$ cat src/hdl/jbt_pkg.sv
`timescale 1ns / 1ps
`default_nettype none
// ----------------------------------------------------------------------------
// jbt_pkg
// Shared types and constants for the JSON byte tokeniser.
// ----------------------------------------------------------------------------
package jbt_pkg;

    // Byte codes the lexer reacts to
    localparam logic [7:0] CH_LBRACE  = 8'h7B;
    localparam logic [7:0] CH_RBRACE  = 8'h7D;
    localparam logic [7:0] CH_LBRACK  = 8'h5B;
    localparam logic [7:0] CH_RBRACK  = 8'h5D;
    localparam logic [7:0] CH_COLON   = 8'h3A;
    localparam logic [7:0] CH_COMMA   = 8'h2C;
    localparam logic [7:0] CH_QUOTE   = 8'h22;
    localparam logic [7:0] CH_BSLASH  = 8'h5C;
    localparam logic [7:0] CH_DOT     = 8'h2E;
    localparam logic [7:0] CH_ZERO    = 8'h30;
    localparam logic [7:0] CH_NINE    = 8'h39;
    localparam logic [7:0] CH_SPACE   = 8'h20;
    localparam logic [7:0] CH_TAB     = 8'h09;
    localparam logic [7:0] CH_LF      = 8'h0A;
    localparam logic [7:0] CH_CR      = 8'h0D;
    localparam logic [7:0] CH_T       = 8'h74;
    localparam logic [7:0] CH_F       = 8'h66;
    localparam logic [7:0] CH_N       = 8'h6E;

    // Token kinds
    localparam logic [3:0] KIND_LBRACE = 4'd0;
    localparam logic [3:0] KIND_RBRACE = 4'd1;
    localparam logic [3:0] KIND_LBRACK = 4'd2;
    localparam logic [3:0] KIND_RBRACK = 4'd3;
    localparam logic [3:0] KIND_COLON  = 4'd4;
    localparam logic [3:0] KIND_COMMA  = 4'd5;
    localparam logic [3:0] KIND_STRING = 4'd6;
    localparam logic [3:0] KIND_BOOL   = 4'd7;
    localparam logic [3:0] KIND_NULL   = 4'd8;
    localparam logic [3:0] KIND_NUMBER = 4'd9;
    localparam logic [3:0] KIND_NONE   = 4'd0;   // kind field on error events

    // Event codes
    localparam logic [1:0] EV_CONTENT  = 2'd0;
    localparam logic [1:0] EV_COMPLETE = 2'd1;
    localparam logic [1:0] EV_ERROR    = 2'd2;

    // Literal words
    localparam logic [1:0] LIT_TRUE  = 2'd0;
    localparam logic [1:0] LIT_FALSE = 2'd1;
    localparam logic [1:0] LIT_NULL  = 2'd2;

    // Result queue depth
    localparam int RES_DEPTH = 4;
    localparam int RES_AW    = $clog2(RES_DEPTH);

    // One result word
    typedef struct packed {
        logic [3:0] token_kind;
        logic [1:0] event_res;
        logic [7:0] byte_value;
        logic       last_of_run;
    } t_result;

    // Results produced by one input byte
    typedef struct packed {
        logic [1:0] count;
        t_result    slot0;
        t_result    slot1;
    } t_lex_out;

    // Expected letter after the first one of true / false / null
    function automatic logic [7:0] word_tail(input logic [1:0] which, input logic [1:0] pos);
        logic [7:0] ch;
        ch = 8'h00;
        case (which)
            LIT_TRUE: begin
                case (pos)
                    2'd0:    ch = 8'h72;
                    2'd1:    ch = 8'h75;
                    2'd2:    ch = 8'h65;
                    default: ch = 8'h00;
                endcase
            end
            LIT_FALSE: begin
                case (pos)
                    2'd0:    ch = 8'h61;
                    2'd1:    ch = 8'h6C;
                    2'd2:    ch = 8'h73;
                    default: ch = 8'h65;
                endcase
            end
            default: begin
                case (pos)
                    2'd0:    ch = 8'h75;
                    2'd1:    ch = 8'h6C;
                    2'd2:    ch = 8'h6C;
                    default: ch = 8'h00;
                endcase
            end
        endcase
        return ch;
    endfunction

endpackage
`default_nettype wire

$ cat src/hdl/jbt_lexer.sv
`timescale 1ns / 1ps
`default_nettype none
// ----------------------------------------------------------------------------
// jbt_lexer
// Scan state and per-byte decode: yields up to two results for each word.
// ----------------------------------------------------------------------------
module jbt_lexer (
    input  wire logic            i_clk,
    input  wire logic            i_rst_n,
    input  wire logic            i_acc,
    input  wire logic [7:0]      i_byte,
    input  wire logic            i_eoi,
    output jbt_pkg::t_lex_out    o_res
);
    import jbt_pkg::*;

    typedef enum logic [4:0] {
        M_IDLE    = 5'b00001,
        M_STRING  = 5'b00010,
        M_LITERAL = 5'b00100,
        M_NUMBER  = 5'b01000,
        M_ERROR   = 5'b10000
    } t_mode;

    typedef struct packed {
        logic       valid;
        t_result    res;
        t_mode      mode;
        logic       set_lit;
        logic [1:0] which;
    } t_fresh;

    t_mode      r_mode,  n_mode;
    logic [1:0] r_which, n_which;
    logic [2:0] r_pos,   n_pos;
    logic       r_bs,    n_bs;

    // Byte seen with no token open
    function automatic t_fresh fresh(input logic [7:0] b);
        t_fresh f;
        f = '0;
        f.mode = M_IDLE;
        f.res.event_res = EV_COMPLETE;
        case (b)
            CH_LBRACE: begin f.valid = 1'b1; f.res.token_kind = KIND_LBRACE; end
            CH_RBRACE: begin f.valid = 1'b1; f.res.token_kind = KIND_RBRACE; end
            CH_LBRACK: begin f.valid = 1'b1; f.res.token_kind = KIND_LBRACK; end
            CH_RBRACK: begin f.valid = 1'b1; f.res.token_kind = KIND_RBRACK; end
            CH_COLON:  begin f.valid = 1'b1; f.res.token_kind = KIND_COLON;  end
            CH_COMMA:  begin f.valid = 1'b1; f.res.token_kind = KIND_COMMA;  end
            CH_QUOTE:  f.mode = M_STRING;
            CH_T: begin f.mode = M_LITERAL; f.set_lit = 1'b1; f.which = LIT_TRUE;  end
            CH_F: begin f.mode = M_LITERAL; f.set_lit = 1'b1; f.which = LIT_FALSE; end
            CH_N: begin f.mode = M_LITERAL; f.set_lit = 1'b1; f.which = LIT_NULL;  end
            default: begin
                if (b inside {CH_SPACE, CH_TAB, CH_LF, CH_CR}) begin
                    f.valid = 1'b0;
                end else if (b inside {[CH_ZERO:CH_NINE]}) begin
                    f.mode  = M_NUMBER;
                    f.valid = 1'b1;
                    f.res   = '{KIND_NUMBER, EV_CONTENT, b, 1'b0};
                end else begin
                    f.mode  = M_ERROR;
                    f.valid = 1'b1;
                    f.res   = '{KIND_NONE, EV_ERROR, b, 1'b0};
                end
            end
        endcase
        return f;
    endfunction

    // Decode of the current word against the scan state
    always_comb begin
        t_fresh     fr;
        t_result    ra, rb, rc;
        logic       va, vb, vc;
        logic [2:0] len;
        logic [2:0] pnext;
        logic       fresh_a, fresh_b;

        n_mode  = r_mode;
        n_which = r_which;
        n_pos   = r_pos;
        n_bs    = r_bs;
        ra = '0; rb = '0; rc = '0;
        va = 1'b0; vb = 1'b0; vc = 1'b0;
        fresh_a = 1'b0;
        fresh_b = 1'b0;
        fr    = fresh(i_byte);
        len   = (r_which == LIT_FALSE) ? 3'd4 : 3'd3;
        pnext = r_pos + 3'd1;

        case (r_mode)
            M_STRING: begin
                va = 1'b1;
                if (i_byte == CH_QUOTE && !r_bs) begin
                    ra     = '{KIND_STRING, EV_COMPLETE, 8'h00, 1'b0};
                    n_mode = M_IDLE;
                    n_bs   = 1'b0;
                end else begin
                    ra   = '{KIND_STRING, EV_CONTENT, i_byte, 1'b0};
                    n_bs = (i_byte == CH_BSLASH) && !r_bs;
                end
            end
            M_LITERAL: begin
                va = 1'b1;
                if (r_pos < len && i_byte == word_tail(r_which, r_pos[1:0])) begin
                    n_pos = pnext;
                    va    = (pnext >= len);
                    if (pnext >= len) begin
                        if (r_which == LIT_TRUE)
                            ra = '{KIND_BOOL, EV_COMPLETE, 8'h01, 1'b0};
                        else if (r_which == LIT_FALSE)
                            ra = '{KIND_BOOL, EV_COMPLETE, 8'h00, 1'b0};
                        else
                            ra = '{KIND_NULL, EV_COMPLETE, 8'h00, 1'b0};
                        n_mode = M_IDLE;
                        n_pos  = 3'd0;
                    end
                end else begin
                    ra     = '{KIND_NONE, EV_ERROR, i_byte, 1'b0};
                    n_mode = M_ERROR;
                end
            end
            M_NUMBER: begin
                va = 1'b1;
                if ((i_byte inside {[CH_ZERO:CH_NINE]}) || i_byte == CH_DOT) begin
                    ra = '{KIND_NUMBER, EV_CONTENT, i_byte, 1'b0};
                end else begin
                    // terminator closes the number, then starts afresh
                    ra      = '{KIND_NUMBER, EV_COMPLETE, 8'h00, 1'b0};
                    fresh_b = 1'b1;
                end
            end
            M_ERROR: begin
                va = 1'b0;
            end
            default: begin
                fresh_a = 1'b1;
            end
        endcase

        if (fresh_a || fresh_b) begin
            n_mode = fr.mode;
            if (fr.mode == M_STRING)
                n_bs = 1'b0;
            if (fr.set_lit) begin
                n_which = fr.which;
                n_pos   = 3'd0;
            end
        end
        if (fresh_a) begin
            va = fr.valid;
            ra = fr.res;
        end
        if (fresh_b) begin
            vb = fr.valid;
            rb = fr.res;
        end

        // End of input closes any open string or number, flags an open literal as an error, and clears state
        if (i_eoi) begin
            case (n_mode)
                M_STRING:  begin vc = 1'b1; rc = '{KIND_STRING, EV_COMPLETE, 8'h00, 1'b0}; end
                M_NUMBER:  begin vc = 1'b1; rc = '{KIND_NUMBER, EV_COMPLETE, 8'h00, 1'b0}; end
                M_LITERAL: begin vc = 1'b1; rc = '{KIND_NONE, EV_ERROR, i_byte, 1'b0}; end
                default:   vc = 1'b0;
            endcase
            n_mode  = M_IDLE;
            n_which = 2'd0;
            n_pos   = 3'd0;
            n_bs    = 1'b0;
        end

        // Keep the first two results in order
        o_res = '0;
        if (va) begin
            o_res.slot0 = ra;
            if (vb) begin
                o_res.slot1 = rb; o_res.count = 2'd2;
            end else if (vc) begin
                o_res.slot1 = rc; o_res.count = 2'd2;
            end else begin
                o_res.count = 2'd1;
            end
        end else if (vb) begin
            o_res.slot0 = rb;
            if (vc) begin
                o_res.slot1 = rc; o_res.count = 2'd2;
            end else begin
                o_res.count = 2'd1;
            end
        end else if (vc) begin
            o_res.slot0 = rc; o_res.count = 2'd1;
        end
        if (o_res.count == 2'd2)
            o_res.slot1.last_of_run = 1'b1;
        else if (o_res.count == 2'd1)
            o_res.slot0.last_of_run = 1'b1;
    end

    // Scan state
    always_ff @(posedge i_clk) begin
        if (!i_rst_n) begin
            r_mode  <= M_IDLE;
            r_which <= 2'd0;
            r_pos   <= 3'd0;
            r_bs    <= 1'b0;
        end else if (i_acc) begin
            r_mode  <= n_mode;
            r_which <= n_which;
            r_pos   <= n_pos;
            r_bs    <= n_bs;
        end
    end

endmodule
`default_nettype wire

$ cat src/hdl/jbt_res_fifo.sv
`timescale 1ns / 1ps
`default_nettype none
// ----------------------------------------------------------------------------
// jbt_res_fifo
// Small result queue: takes up to two results a cycle, hands out one.
// ----------------------------------------------------------------------------
module jbt_res_fifo (
    input  wire logic               i_clk,
    input  wire logic               i_rst_n,
    input  wire logic               i_push,
    input  wire jbt_pkg::t_lex_out  i_res,
    output logic                    o_room,
    output logic                    o_valid,
    input  wire logic               i_pop,
    output jbt_pkg::t_result        o_res
);
    import jbt_pkg::*;

    t_result           r_mem [RES_DEPTH];
    logic [RES_AW-1:0] r_wp, n_wp;
    logic [RES_AW-1:0] r_rp, n_rp;
    logic [RES_AW:0]   r_cnt, n_cnt;
    logic [1:0]        push_n;
    logic              pop_go;

    assign push_n  = i_push ? i_res.count : 2'd0;
    assign o_valid = (r_cnt != '0);
    assign pop_go  = o_valid && i_pop;
    assign o_room  = (r_cnt <= (RES_AW+1)'(RES_DEPTH - 2));
    assign o_res   = r_mem[r_rp];

    // Pointer and fill count update
    always_comb begin
        n_wp  = r_wp + RES_AW'(push_n);
        n_rp  = r_rp + RES_AW'(pop_go);
        n_cnt = r_cnt + (RES_AW+1)'(push_n) - (RES_AW+1)'(pop_go);
    end

    always_ff @(posedge i_clk) begin
        if (!i_rst_n) begin
            r_wp  <= '0;
            r_rp  <= '0;
            r_cnt <= '0;
        end else begin
            r_wp  <= n_wp;
            r_rp  <= n_rp;
            r_cnt <= n_cnt;
        end
    end

    // Result storage
    always_ff @(posedge i_clk) begin
        if (push_n != 2'd0)
            r_mem[r_wp] <= i_res.slot0;
        if (push_n == 2'd2)
            r_mem[r_wp + RES_AW'(1)] <= i_res.slot1;
    end

endmodule
`default_nettype wire

$ cat src/hdl/json_byte_tokenizer_core.sv
`timescale 1ns / 1ps
`default_nettype none
// ----------------------------------------------------------------------------
// json_byte_tokenizer_core
// JSON lexer taking one text byte per word and emitting token events.
//
//  Channel   Dir  tdata            tuser                          tlast
//  s_axis    in   [7:0] data_byte  -                              end_of_input
//  m_axis    out  [7:0] byte_value [3:0] token_kind,[5:4] event_res last_of_run
//
// A byte is decoded in the cycle it is taken; its results enter a four-deep
// result queue and leave one per cycle while m_axis_tready is high. One byte
// per cycle is sustained while each byte gives at most one result and output
// does not stall; s_axis_tready drops while the queue holds over two results.
// Synchronous active-low reset returns the scanner to idle and empties the
// queue. Output stalls back up the queue and can so drop s_axis_tready.
// ----------------------------------------------------------------------------
module json_byte_tokenizer_core (
    input  wire logic       i_clk,
    input  wire logic       i_rst_n,
    input  wire logic       i_s_axis_tvalid,
    output logic            o_s_axis_tready,
    input  wire logic [7:0] i_s_axis_tdata,   // [7:0] data_byte
    input  wire logic       i_s_axis_tlast,
    output logic            o_m_axis_tvalid,
    input  wire logic       i_m_axis_tready,
    output logic [7:0]      o_m_axis_tdata,   // [7:0] byte_value
    output logic [5:0]      o_m_axis_tuser,   // [3:0] token_kind, [5:4] event_res
    output logic            o_m_axis_tlast
);
    import jbt_pkg::*;

    logic     room;
    logic     acc;
    t_lex_out lex_res;
    t_result  head;

    assign o_s_axis_tready = room;
    assign acc             = i_s_axis_tvalid && room;

    // Per-byte decode
    jbt_lexer u_lexer (
        .i_clk   (i_clk),
        .i_rst_n (i_rst_n),
        .i_acc   (acc),
        .i_byte  (i_s_axis_tdata),
        .i_eoi   (i_s_axis_tlast),
        .o_res   (lex_res)
    );

    // Result queue
    jbt_res_fifo u_fifo (
        .i_clk   (i_clk),
        .i_rst_n (i_rst_n),
        .i_push  (acc),
        .i_res   (lex_res),
        .o_room  (room),
        .o_valid (o_m_axis_tvalid),
        .i_pop   (i_m_axis_tready),
        .o_res   (head)
    );

    assign o_m_axis_tdata = head.byte_value;
    assign o_m_axis_tuser = {head.event_res, head.token_kind};
    assign o_m_axis_tlast = head.last_of_run;

endmodule
`default_nettype wire
$ cat config.mk
export PLATFORM = sky130hd
export DESIGN_NAME = json_byte_tokenizer_core
export DESIGN_NICKNAME = d
export VERILOG_FILES = /design/src/hdl/jbt_pkg.sv /design/src/hdl/jbt_lexer.sv /design/src/hdl/jbt_res_fifo.sv /design/src/hdl/json_byte_tokenizer_core.sv
export SDC_FILE = /design/constraint.sdc
export NUM_CORES = 1
export LEC_CHECK = 0
export ABC_AREA = 0
export BUFFER_PORTS_ARGS = -buffer_cell sky130_fd_sc_hd__buf_2
export CORE_UTILIZATION = 30
export CTS_CLUSTER_SIZE = 40
export DETAILED_ROUTE_END_ITERATION = 8
export GPL_TIMING_DRIVEN = 0
export PLACE_DENSITY = 0.43
export SYNTH_ARGS = -nofsm -noshare
export SYNTH_HDL_FRONTEND = slang
export SYNTH_SLANG_ARGS = --single-unit
export TNS_END_PERCENT = 1
$ cat constraint.sdc
create_clock -name i_clk -period 16.7 [get_ports i_clk]
set_input_delay 3.34 -clock i_clk [delete_from_list [all_inputs] [get_ports i_clk]]
set_output_delay 3.34 -clock i_clk [all_outputs]
set_load 0.005 [all_outputs]
## Yosys cells after proc, flatten, opt, wreduce, memory -nomap -nowiden

Memory sizes are Yosys's and may differ from the RTL's. A register that Yosys moved wholly into a read port is not among the register bits.
Cells that the tools add are included.
W data, S select, Z words.

| word-level totals | value |
|---|---|
| flip-flop bits (word level) | 18 |
| bits in writable memories | 60 |
| input bits | 13 |
| output and inout bits | 17 |
| memories kept | 1 |

Memory list:

| name | depth | bits a word | read ports | clocked after Yosys merged registers in | write ports | line | RTL |
|---|---|---|---|---|---|---|---|
| u_fifo.r_mem | 4 | 15 | 1 | 1 | 2 | jbt_res_fifo.sv:19 | `t_result r_mem [RES_DEPTH];` |

| cells by class | value |
|---|---|
| add/sub/neg operators | 6 |
| $lt $le $gt $ge | 5 |
| equality and inequality tests | 31 |
| muxes and demuxes | 72 |
| reductions and logical operators | 25 |

Operators by type and width:

| kind | count |
|---|---|
| $mux W15 | 10 |
| $pmux W15 S3 | 2 |
| $eq A8 B7 Y1 const B | 8 |
| $mux W21 | 2 |
| $eq A8 B6 Y1 const B | 5 |
| $mux W20 | 2 |
| $pmux W5 S7 | 1 |
| $mux W32 | 1 |
| $pmux W5 S3 | 2 |
| $mux W5 | 5 |
| $eq A8 B4 Y1 const B | 3 |
| $mux W1 | 21 |
| $mux W3 | 7 |
| $pmux W7 S3 | 1 |
| $mux W10 | 2 |
| $mux W17 | 1 |
| $mux W16 | 1 |
| $pmux W8 S2 | 1 |
| $eq A5 B2 Y1 const B | 3 |
| $mux W2 | 7 |
| $pmux W7 S2 | 1 |
| $mux W11 | 1 |
| $eq A5 B3 Y1 const B | 2 |
| $eq A5 B4 Y1 const B | 2 |
| other kinds (32) | 48 |

## Logic depth before layout (Yosys ltp)

Gate-level depths: netlist of the first run.

| depth | value |
|---|---|
| word-level depth | 21 |
| gate-level depth with buffers | 21 |
| gate-level depth less buffers | 20 |

## By module

A second synthesis of the first run with hierarchy kept.

| unflattened totals | value |
|---|---|
| cell total of the unflattened synthesis | 473 |
| area, all modules | 5422.7 um^2 |

By module, submodules not included:

| module | instances | cells an instance | area an instance (um^2) | sequential area each (um^2) |
|---|---|---|---|---|
| jbt_res_fifo | 1 | 197 | 3403.3 | 1941.9 |
| jbt_lexer | 1 | 275 | 2013.2 | 220.2 |
| json_byte_tokenizer_core | 1 | 1 | 6.3 | 0.0 |

## Worst setup path after synthesis of the first run

Ideal clock, no wire load.

| path | value |
|---|---|
| path kind | input port to flip-flop |
| from | input i_s_axis_tdata[5] |
| to | memory u_fifo.r_mem[1][0] (netlist bit), enable pin |
| library setup time | 0.471 ns |
| data arrival time | 8.327 ns |
| required time | 16.229 ns |
| path slack | 7.902 ns |
| stages on the path | 11 |
| buffers on the path | 1 |
| cells stage by stage | clkbuf_1 nor4bb_1 a22oi_1 a211oi_1 a21oi_1 o21ba_2 a31oi_1 inv_1 ha_1 mux2_2 a2111oi_0 |

RTL lines:

| item | line | RTL |
|---|---|---|
| start: declaration | json_byte_tokenizer_core.sv:23 | `input wire logic [7:0] i_s_axis_tdata,` |
| end: declaration | jbt_res_fifo.sv:19 |  |

==> results.md, run 1 <==
- Element type at the critical path end: register
- Critical Path Fanout Max: 10
- Setup ws final: 8.69 ns
- Synth Register Bits: 78
- Die area: 18000 um^2
- Required time of the worst setup path: 16.76 ns
- Final Hold Fails: 0
- CTS tree: done
- DP Cell Count: 754
- Final period utilization: 0.480
- DP Area: 5740 um^2
- RSZ-0062 raised after global routing: false
- Worst R2R Start: u_lexer.r_pos[0]
- Num CTS Buffers: 9
- Yosys Warn Count: 0
- Slew headroom: 0.221
- Fillers: 1735
- Worst Max-Slew Pin Slew: 1.14 ns
- Final std cells w/o fill: 770
- Layout overhead on the synthesized area: 16.3%
- Sequential area share after synthesis: 0.413
- Setup Crit Path Kind: primary input to register
- Largest net degree at the start of global routing: 15
- Max Root-Sink Buffers: 2
- Total power: 0.644 mW
- Clock skew: 0.00566 ns
- Primary FF master, synth: edfxtp_1
- Net Count, Synth: 529
- FF-to-FF End: u_fifo.r_mem[3][6]
- Hold Path Sink: u_lexer.r_bs
- Max stage delay on crit path: 0.85 ns
- # clock sinks: 78
- First-pass GRT wire length: 23800 um
- HP Class: register to register
- Min-delay src: u_lexer.r_bs
- Nets@finish: 575
- Cell mode on critical path: buf_4
- Power Density: 106 nW/um^2
- Outcome: finished, final reports clean
- Clock Latency Late Sink: 0.35 ns
- Unique masters post-synth: 66
- Final non-filler cell area: 6080 um^2
- Slowest-stage cell, CP: a2111oi_2
- Starting Density: 0.311
- DR vias: 4229
- Total Routing Usage GR: 0.178
- DR DRC count: 0
- Mean post-synth cell area: 10.5 um^2
- # IOs: 30
- Clk slew on worst S/H paths: 0.06 ns
- Pleak: 2.07 nW
- Setup violators final: 0
- Crit path buf inv count: 5
- Final WL: 15400 um
- Startpoint Class: primary input
- Max Freq: 0.125 GHz
- Synth async-reset ratio: 0
- Setup tns final: 0 ns
- Remaining antenna violation count: 0
- Via/cell ratio: 5.49
- DR iter-0 viols: 259
- Die W: 134 um
- Maxcap violations: 0
- Clock root buffer: clkbuf_16
- FF-to-FF setup slack: 11.20 ns
- Total global routing overflow: 0
- Vias in the first global route: 4087
- Wire per inst: 20.0 um
- Reg2Reg Depth: 15
- Cells after Synth: 499
- Dpl hpwl: 11700 um
- Syn Std Cell Area: 5230 um^2
- Maximum VDD drop: 50.4 uV
- I/O Buffers: 27
- Post_cts resized: 0
- CP delay by family, top: simple AND/OR/NAND/NOR gates
- Routability-driven placement congestion ratio: 0.862
- Core area: 16800 um^2
- Number of synthesized flops with an enable pin: 60
- Die Height: 134 um
- Cell Rows: 47
- Hold buffer count at cts: 0
- WP data arrival: 8.08 ns
- Initial DRT Pass Iterations: 5
- Initial antenna violation count: 0
- # diodes: 0
- Worst slack, placed: 8.30 ns
- Share of layout cells above drive strength 1: 0.162
- Final max-slew violation count: 0
- Hold path cells: 2
- Min cycle time layout: 8.01 ns
- Post-CTS setup buffer count: 0
- Crit-path cells: buf_2 > clkbuf_1 > nor4bb_1 > a22oi_1 > and2_1 > nand2_1 > clkinv_1 > nor4b_1 > a21o_1 > o21ai_0 > a2111oi_2 > buf_4 > buf_4
- H-Tree Level Count: 3
## tightest hold or removal path: stages, from the launching register on
cell and delay, ns:
dfxtp_1 0.33, o21ai_0 0.08, a21oi_1 0.06
## synthesized netlist by cell type (10+ instances only)
cell type | count | area share
ha_1 | 16 | 0.038
nand2_1 | 29 | 0.021
o21ai_0 | 22 | 0.021
edfxtp_1 | 60 | 0.34
nor2_1 | 33 | 0.024
a21oi_1 | 18 | 0.017
a211oi_1 | 27 | 0.039
dfxtp_1 | 18 | 0.069
nor3_1 | 16 | 0.015
clkbuf_1 | 25 | 0.018
and2_1 | 10 | 0.012
inv_1 | 25 | 0.018
mux2i_1 | 35 | 0.067
mux4_2 | 15 | 0.065
## metrics by stage
step	hold slack [ns]	util
2_1_floorplan	0.463	-
3_3_place_gp	0.509	0.335
3_5_place_dp	0.508	0.341
4_1_cts	0.520	0.362
5_1_grt	0.549	0.362
6_report	0.515	0.362
## state kept, by name, indices dropped and copies added (netlist names)
register and cells:
u_fifo.r_mem 60, u_lexer.r_mode 5, u_fifo.r_cnt 3, u_lexer.r_pos 3, u_fifo.r_rp 2, u_fifo.r_wp 2
u_lexer.r_which 2, u_lexer.r_bs 1
## placed cells by master (no fill, tap or decap), types with 4 or more instances in the layout
cell / n
nand3_1: 9
and3_1: 4
mux4_2: 15
a21oi_1: 16
a21o_1: 6
nor4_1: 6
nand2_1: 29
clkbuf_16: 9
nand4_1: 5
o21ai_0: 22
nor3_1: 16
buf_4: 5
buf_2: 30
nand3b_1: 7
a211oi_1: 27
mux2i_1: 35
buf_6: 5
clkbuf_1: 25
or3_1: 8
edfxtp_1: 60
nand2b_1: 4
dfxtp_1: 18
and2_1: 10
xor2_1: 5
nor2_1: 33
inv_1: 25
ha_1: 16
a221oi_1: 5
o211ai_1: 8
xnor2_1: 5
o2111ai_1: 4
and3b_1: 4
## cell type report
type | count | area (um^2) | area share
multi-input cells | 361 | 2830 | 0.465
clock buffers | 9 | 225 | 0.0370
clock inverters | 7 | 120 | 0.0197
repair buffers | 35 | 214 | 0.0352
inverters | 27 | 101 | 0.0167
well taps | 220 | 275 | 0.0452
plain buffers | 33 | 158 | 0.0259
flip-flops and latches | 78 | 2160 | 0.355
## layer usage
| layer | GRT usage | vias up | share of wire |
|---|---|---|---|
| met5 | 0 | - | 0 |
| met4 | 0.0549 | 0 | 0.015 |
| met3 | 0.0306 | 17 | 0.034 |
| met2 | 0.290 | 89 | 0.47 |
| met1 | 0.240 | 2101 | 0.48 |
| li1 | - | 2022 | - |
## report_power, final
group / switching [mW] / total [mW] / leakage [nW] / internal (mW)
Clock: 0.0837 / 0.231 / 0.168 / 0.147
Sequential: 0.00842 / 0.244 / 0.689 / 0.235
Combinational: 0.0954 / 0.170 / 1.21 / 0.0746
## cells by family after synthesis
group           Yosys count  share of synthesized area
buf+inv                  60                     0.0495
simple gates            156                      0.162
xor+xnor                 10                     0.0167
fa+ha+maj                18                     0.0440
compound gates          126                      0.181
flops                    78                      0.413
mux                      51                      0.134
## how the worst max path moves through the flow
stage                            startpoint                  end  slack [ns]  cells after the start
final                     i_s_axis_tdata[5]   u_fifo.r_mem[3][6]        8.69                     13
after global placement    i_s_axis_tdata[5]  u_fifo.r_mem[3][12]        4.35                     12
after CTS                 i_s_axis_tdata[5]   u_fifo.r_mem[3][6]        8.66                     13
after global routing      i_s_axis_tdata[5]  u_fifo.r_mem[3][13]        8.24                     13
after floorplan           i_s_axis_tdata[5]   u_fifo.r_mem[1][0]        7.90                     11
after detailed placement  i_s_axis_tdata[5]  u_fifo.r_mem[3][12]        8.30                     13
Power figures use the tool's default switching activity.
==> run 2: changes to the inputs <==
--- a/config.mk
+++ b/config.mk
@@ -5,7 +5,7 @@
 export SDC_FILE = /design/constraint.sdc
 export NUM_CORES = 1
 export LEC_CHECK = 0
-export ABC_AREA = 0
+export ABC_AREA = 1
 export BUFFER_PORTS_ARGS = -buffer_cell sky130_fd_sc_hd__buf_2
 export CORE_UTILIZATION = 30
 export CTS_CLUSTER_SIZE = 40
==> constraint.sdc (replaced) <==
create_clock -name i_clk -period 7.9 [get_ports i_clk]
set_input_delay 1.58 -clock i_clk [delete_from_list [all_inputs] [get_ports i_clk]]
set_output_delay 1.58 -clock i_clk [all_outputs]
set_load 0.005 [all_outputs]
==> run 2 against run 1 <==
Setup slack worse by 5.8 ns. Final cell count rose by 37%. Count of clock-buffer cells in the layout unchanged. Critical path depth up 6. Non-clock buffer count down 6. Worst hold slack worse by 0.024 ns. Die area is 6.0% higher. Global-route usage rose by 1.3 points. Via count increased by 27%. Combinational power increased by 150%. Cell area is 3.0% higher. Clock skew rose by 0.0038 ns. Critical endpoint is now u_fifo.r_mem[1][7]. Highest routed layer unchanged.
==> results.md, run 2 <==
- Regs by FF count: u_fifo.r_mem (60), u_lexer.r_mode (5)
- Cell Rows: 49
- Yosys Warn Count: 0
- Number of synthesized flops with an enable pin: 60
- Core area: 18000 um^2
- Maximum VDD drop: 105 uV
- Synth async-reset ratio: 0
- Startpoint Class: primary input
- Die W: 138 um
- Setup Crit Path Kind: primary input to register
- Element type at the critical path end: register
- I/O Buffers: 25
- Final period utilization: 0.629
- Total global routing overflow: 0
- Clk slew on worst S/H paths: 0.06 ns
- Vias in the first global route: 5198
- Largest Register: u_fifo.r_mem
- Sequential area share after synthesis: 0.390
- Slew headroom: 0.454
- DR vias: 5365
- Via/cell ratio: 5.09
- Final max-slew violation count: 0
- Hold path cells: 2
- Commonest non-fill, non-tap cells in the layout: nand2_1, nand3_1, nor2_1, inv_1, edfxtp_1
- Remaining antenna violation count: 0
- Min cycle time layout: 4.97 ns
- RSZ-0062 raised after global routing: false
- Syn Std Cell Area: 5550 um^2
- Min-delay src: u_lexer.r_mode[2]
- Initial antenna violation count: 0
- Clock Latency Late Sink: 0.35 ns
- Clock skew: 0.00951 ns
- DR iter-0 viols: 488
- Worst R2R Start: u_lexer.r_pos[0]
- Starting Density: 0.308
- Ranking of synthesized cells by area: edfxtp_1, nand2_1, nand3_1, dfxtp_1, nor2_1
- Synth cell count leaders: nand2_1, nand3_1, nor2_1
- DR DRC count: 0
- # clock sinks: 78
- Max reg flops: 60
- First-pass GRT wire length: 28600 um
- Layout overhead on the synthesized area: 13.0%
- Final std cells w/o fill: 1053
- H-Tree Level Count: 3
- DP Cell Count: 1037
- HP Class: register to register
- Worst Max-Slew Pin Slew: 0.818 ns
- Reg2Reg Depth: 19
- Setup ws final: 2.93 ns
- Post_cts resized: 0
- Final Hold Fails: 0
- # IOs: 30
- Crit path from: i_s_axis_tdata[0]
- Routability-driven placement congestion ratio: 0.876
- Top-area cell type share of the netlist area: 0.325
- Largest net degree at the start of global routing: 16
- Total Routing Usage GR: 0.191
- Yosys top cell by area: edfxtp_1
- Num CTS Buffers: 9
- Outcome: finished, final reports clean
- Unique masters post-synth: 39
- Mean post-synth cell area: 7.09 um^2
- Net Count, Synth: 813
- Die area: 19000 um^2
- Primary FF master, synth: edfxtp_1
- Initial DRT Pass Iterations: 6
- Maxcap violations: 0
- Final WL: 17600 um
- Fillers: 1931
- WP data arrival: 4.95 ns
- Cells after Synth: 783
- # diodes: 0
- Setup tns final: 0 ns
- Required time of the worst setup path: 7.88 ns
- Max Freq: 0.201 GHz
- Die Height: 138 um
- Power Density: 221 nW/um^2
- Critical Path Fanout Max: 15
- Most common cell after layout, fill and taps aside: nand2_1
- Most frequent cell after synthesis: nand2_1
- Synth Register Bits: 78
- Setup violators final: 0
- Hold buffer count at cts: 0
- Pleak: 2.84 nW
- Post-CTS setup buffer count: 0
- Dpl hpwl: 13600 um
- Worst slack, placed: 2.57 ns
- Nets@finish: 849
- CTS tree: done
- Wire per inst: 16.7 um
- Clock root buffer: clkbuf_16
- Total power: 1.38 mW
- Share of layout cells above drive strength 1: 0.115
- Max Root-Sink Buffers: 2
==> run 2: worst max-delay path, cell delays in order <==
cell     delay, ns
buf_2         0.16
inv_2         0.13
nand2_1       0.10
nor2_1        0.17
nand4_1       0.20
nand3_4       0.19
nand2_2       0.12
nand2_1       0.10
nand2_1       0.10
nor2_1        0.11
nand3_1       0.10
nand2_2       0.13
ha_1          0.25
nand2_1       0.10
inv_1         0.07
a21oi_4       0.18
nand3_2       0.21
buf_2         0.29
nand2_1       0.63
==> run 2: power breakdown <==
group	total, mW	switching (mW)	internal (mW)
Sequential	0.529	0.0251	0.504
Combinational	0.420	0.288	0.132
Clock	0.434	0.185	0.249
Total	1.38	0.498	0.884
==> run 2: metal layers <==
layer | up-vias | global-route usage | routed length, um
met2 | 143 | 0.309 | 8270
met3 | 23 | 0.0350 | 682
li1 | 2691 | - | -
met4 | 0 | 0.0561 | 231
met5 | - | 0 | 0
met1 | 2508 | 0.259 | 8360
==> run 2: cell type report <==
class | instances | area, um^2 | area share
Sequential cell | 78 | 2160 | 0.345
Inverter | 71 | 267 | 0.0425
Tap cell | 229 | 287 | 0.0457
Timing Repair Buffer | 25 | 125 | 0.0200
Clock inverter | 7 | 82.6 | 0.0132
Multi-Input combinational cell | 597 | 2920 | 0.466
Buffer | 37 | 199 | 0.0317
Clock buffer | 9 | 225 | 0.0359
==> run 2: stage by stage <==
stage	hold slack [ns]	instance area, um^2	utilization
6_report	0.491	6270	0.348
5_1_grt	0.515	6270	0.348
4_1_cts	0.495	6270	0.348
3_5_place_dp	0.486	5960	0.331
3_3_place_gp	0.472	5960	0.331
2_1_floorplan	0.459	5550	-
==> run 2: final timing paths <==
kind / to / slack (ns)
setup / recovery: u_fifo.r_mem[1][7] / 2.93
setup reg to reg: u_fifo.r_mem[1][7] / 3.68
hold reg to reg: u_lexer.r_mode[2] / 0.49
hold / removal: u_lexer.r_mode[2] / 0.49
==> run 2: cell families after synthesis <==
logic type	Yosys count	synth area share
flip-flops	78	0.390
buffers and inverters	108	0.0839
XOR/XNOR	5	0.00789
AND/OR/NAND/NOR	475	0.377
AO/OA/AOI/OAI	100	0.102
adder cells (fa/ha/maj)	17	0.0397
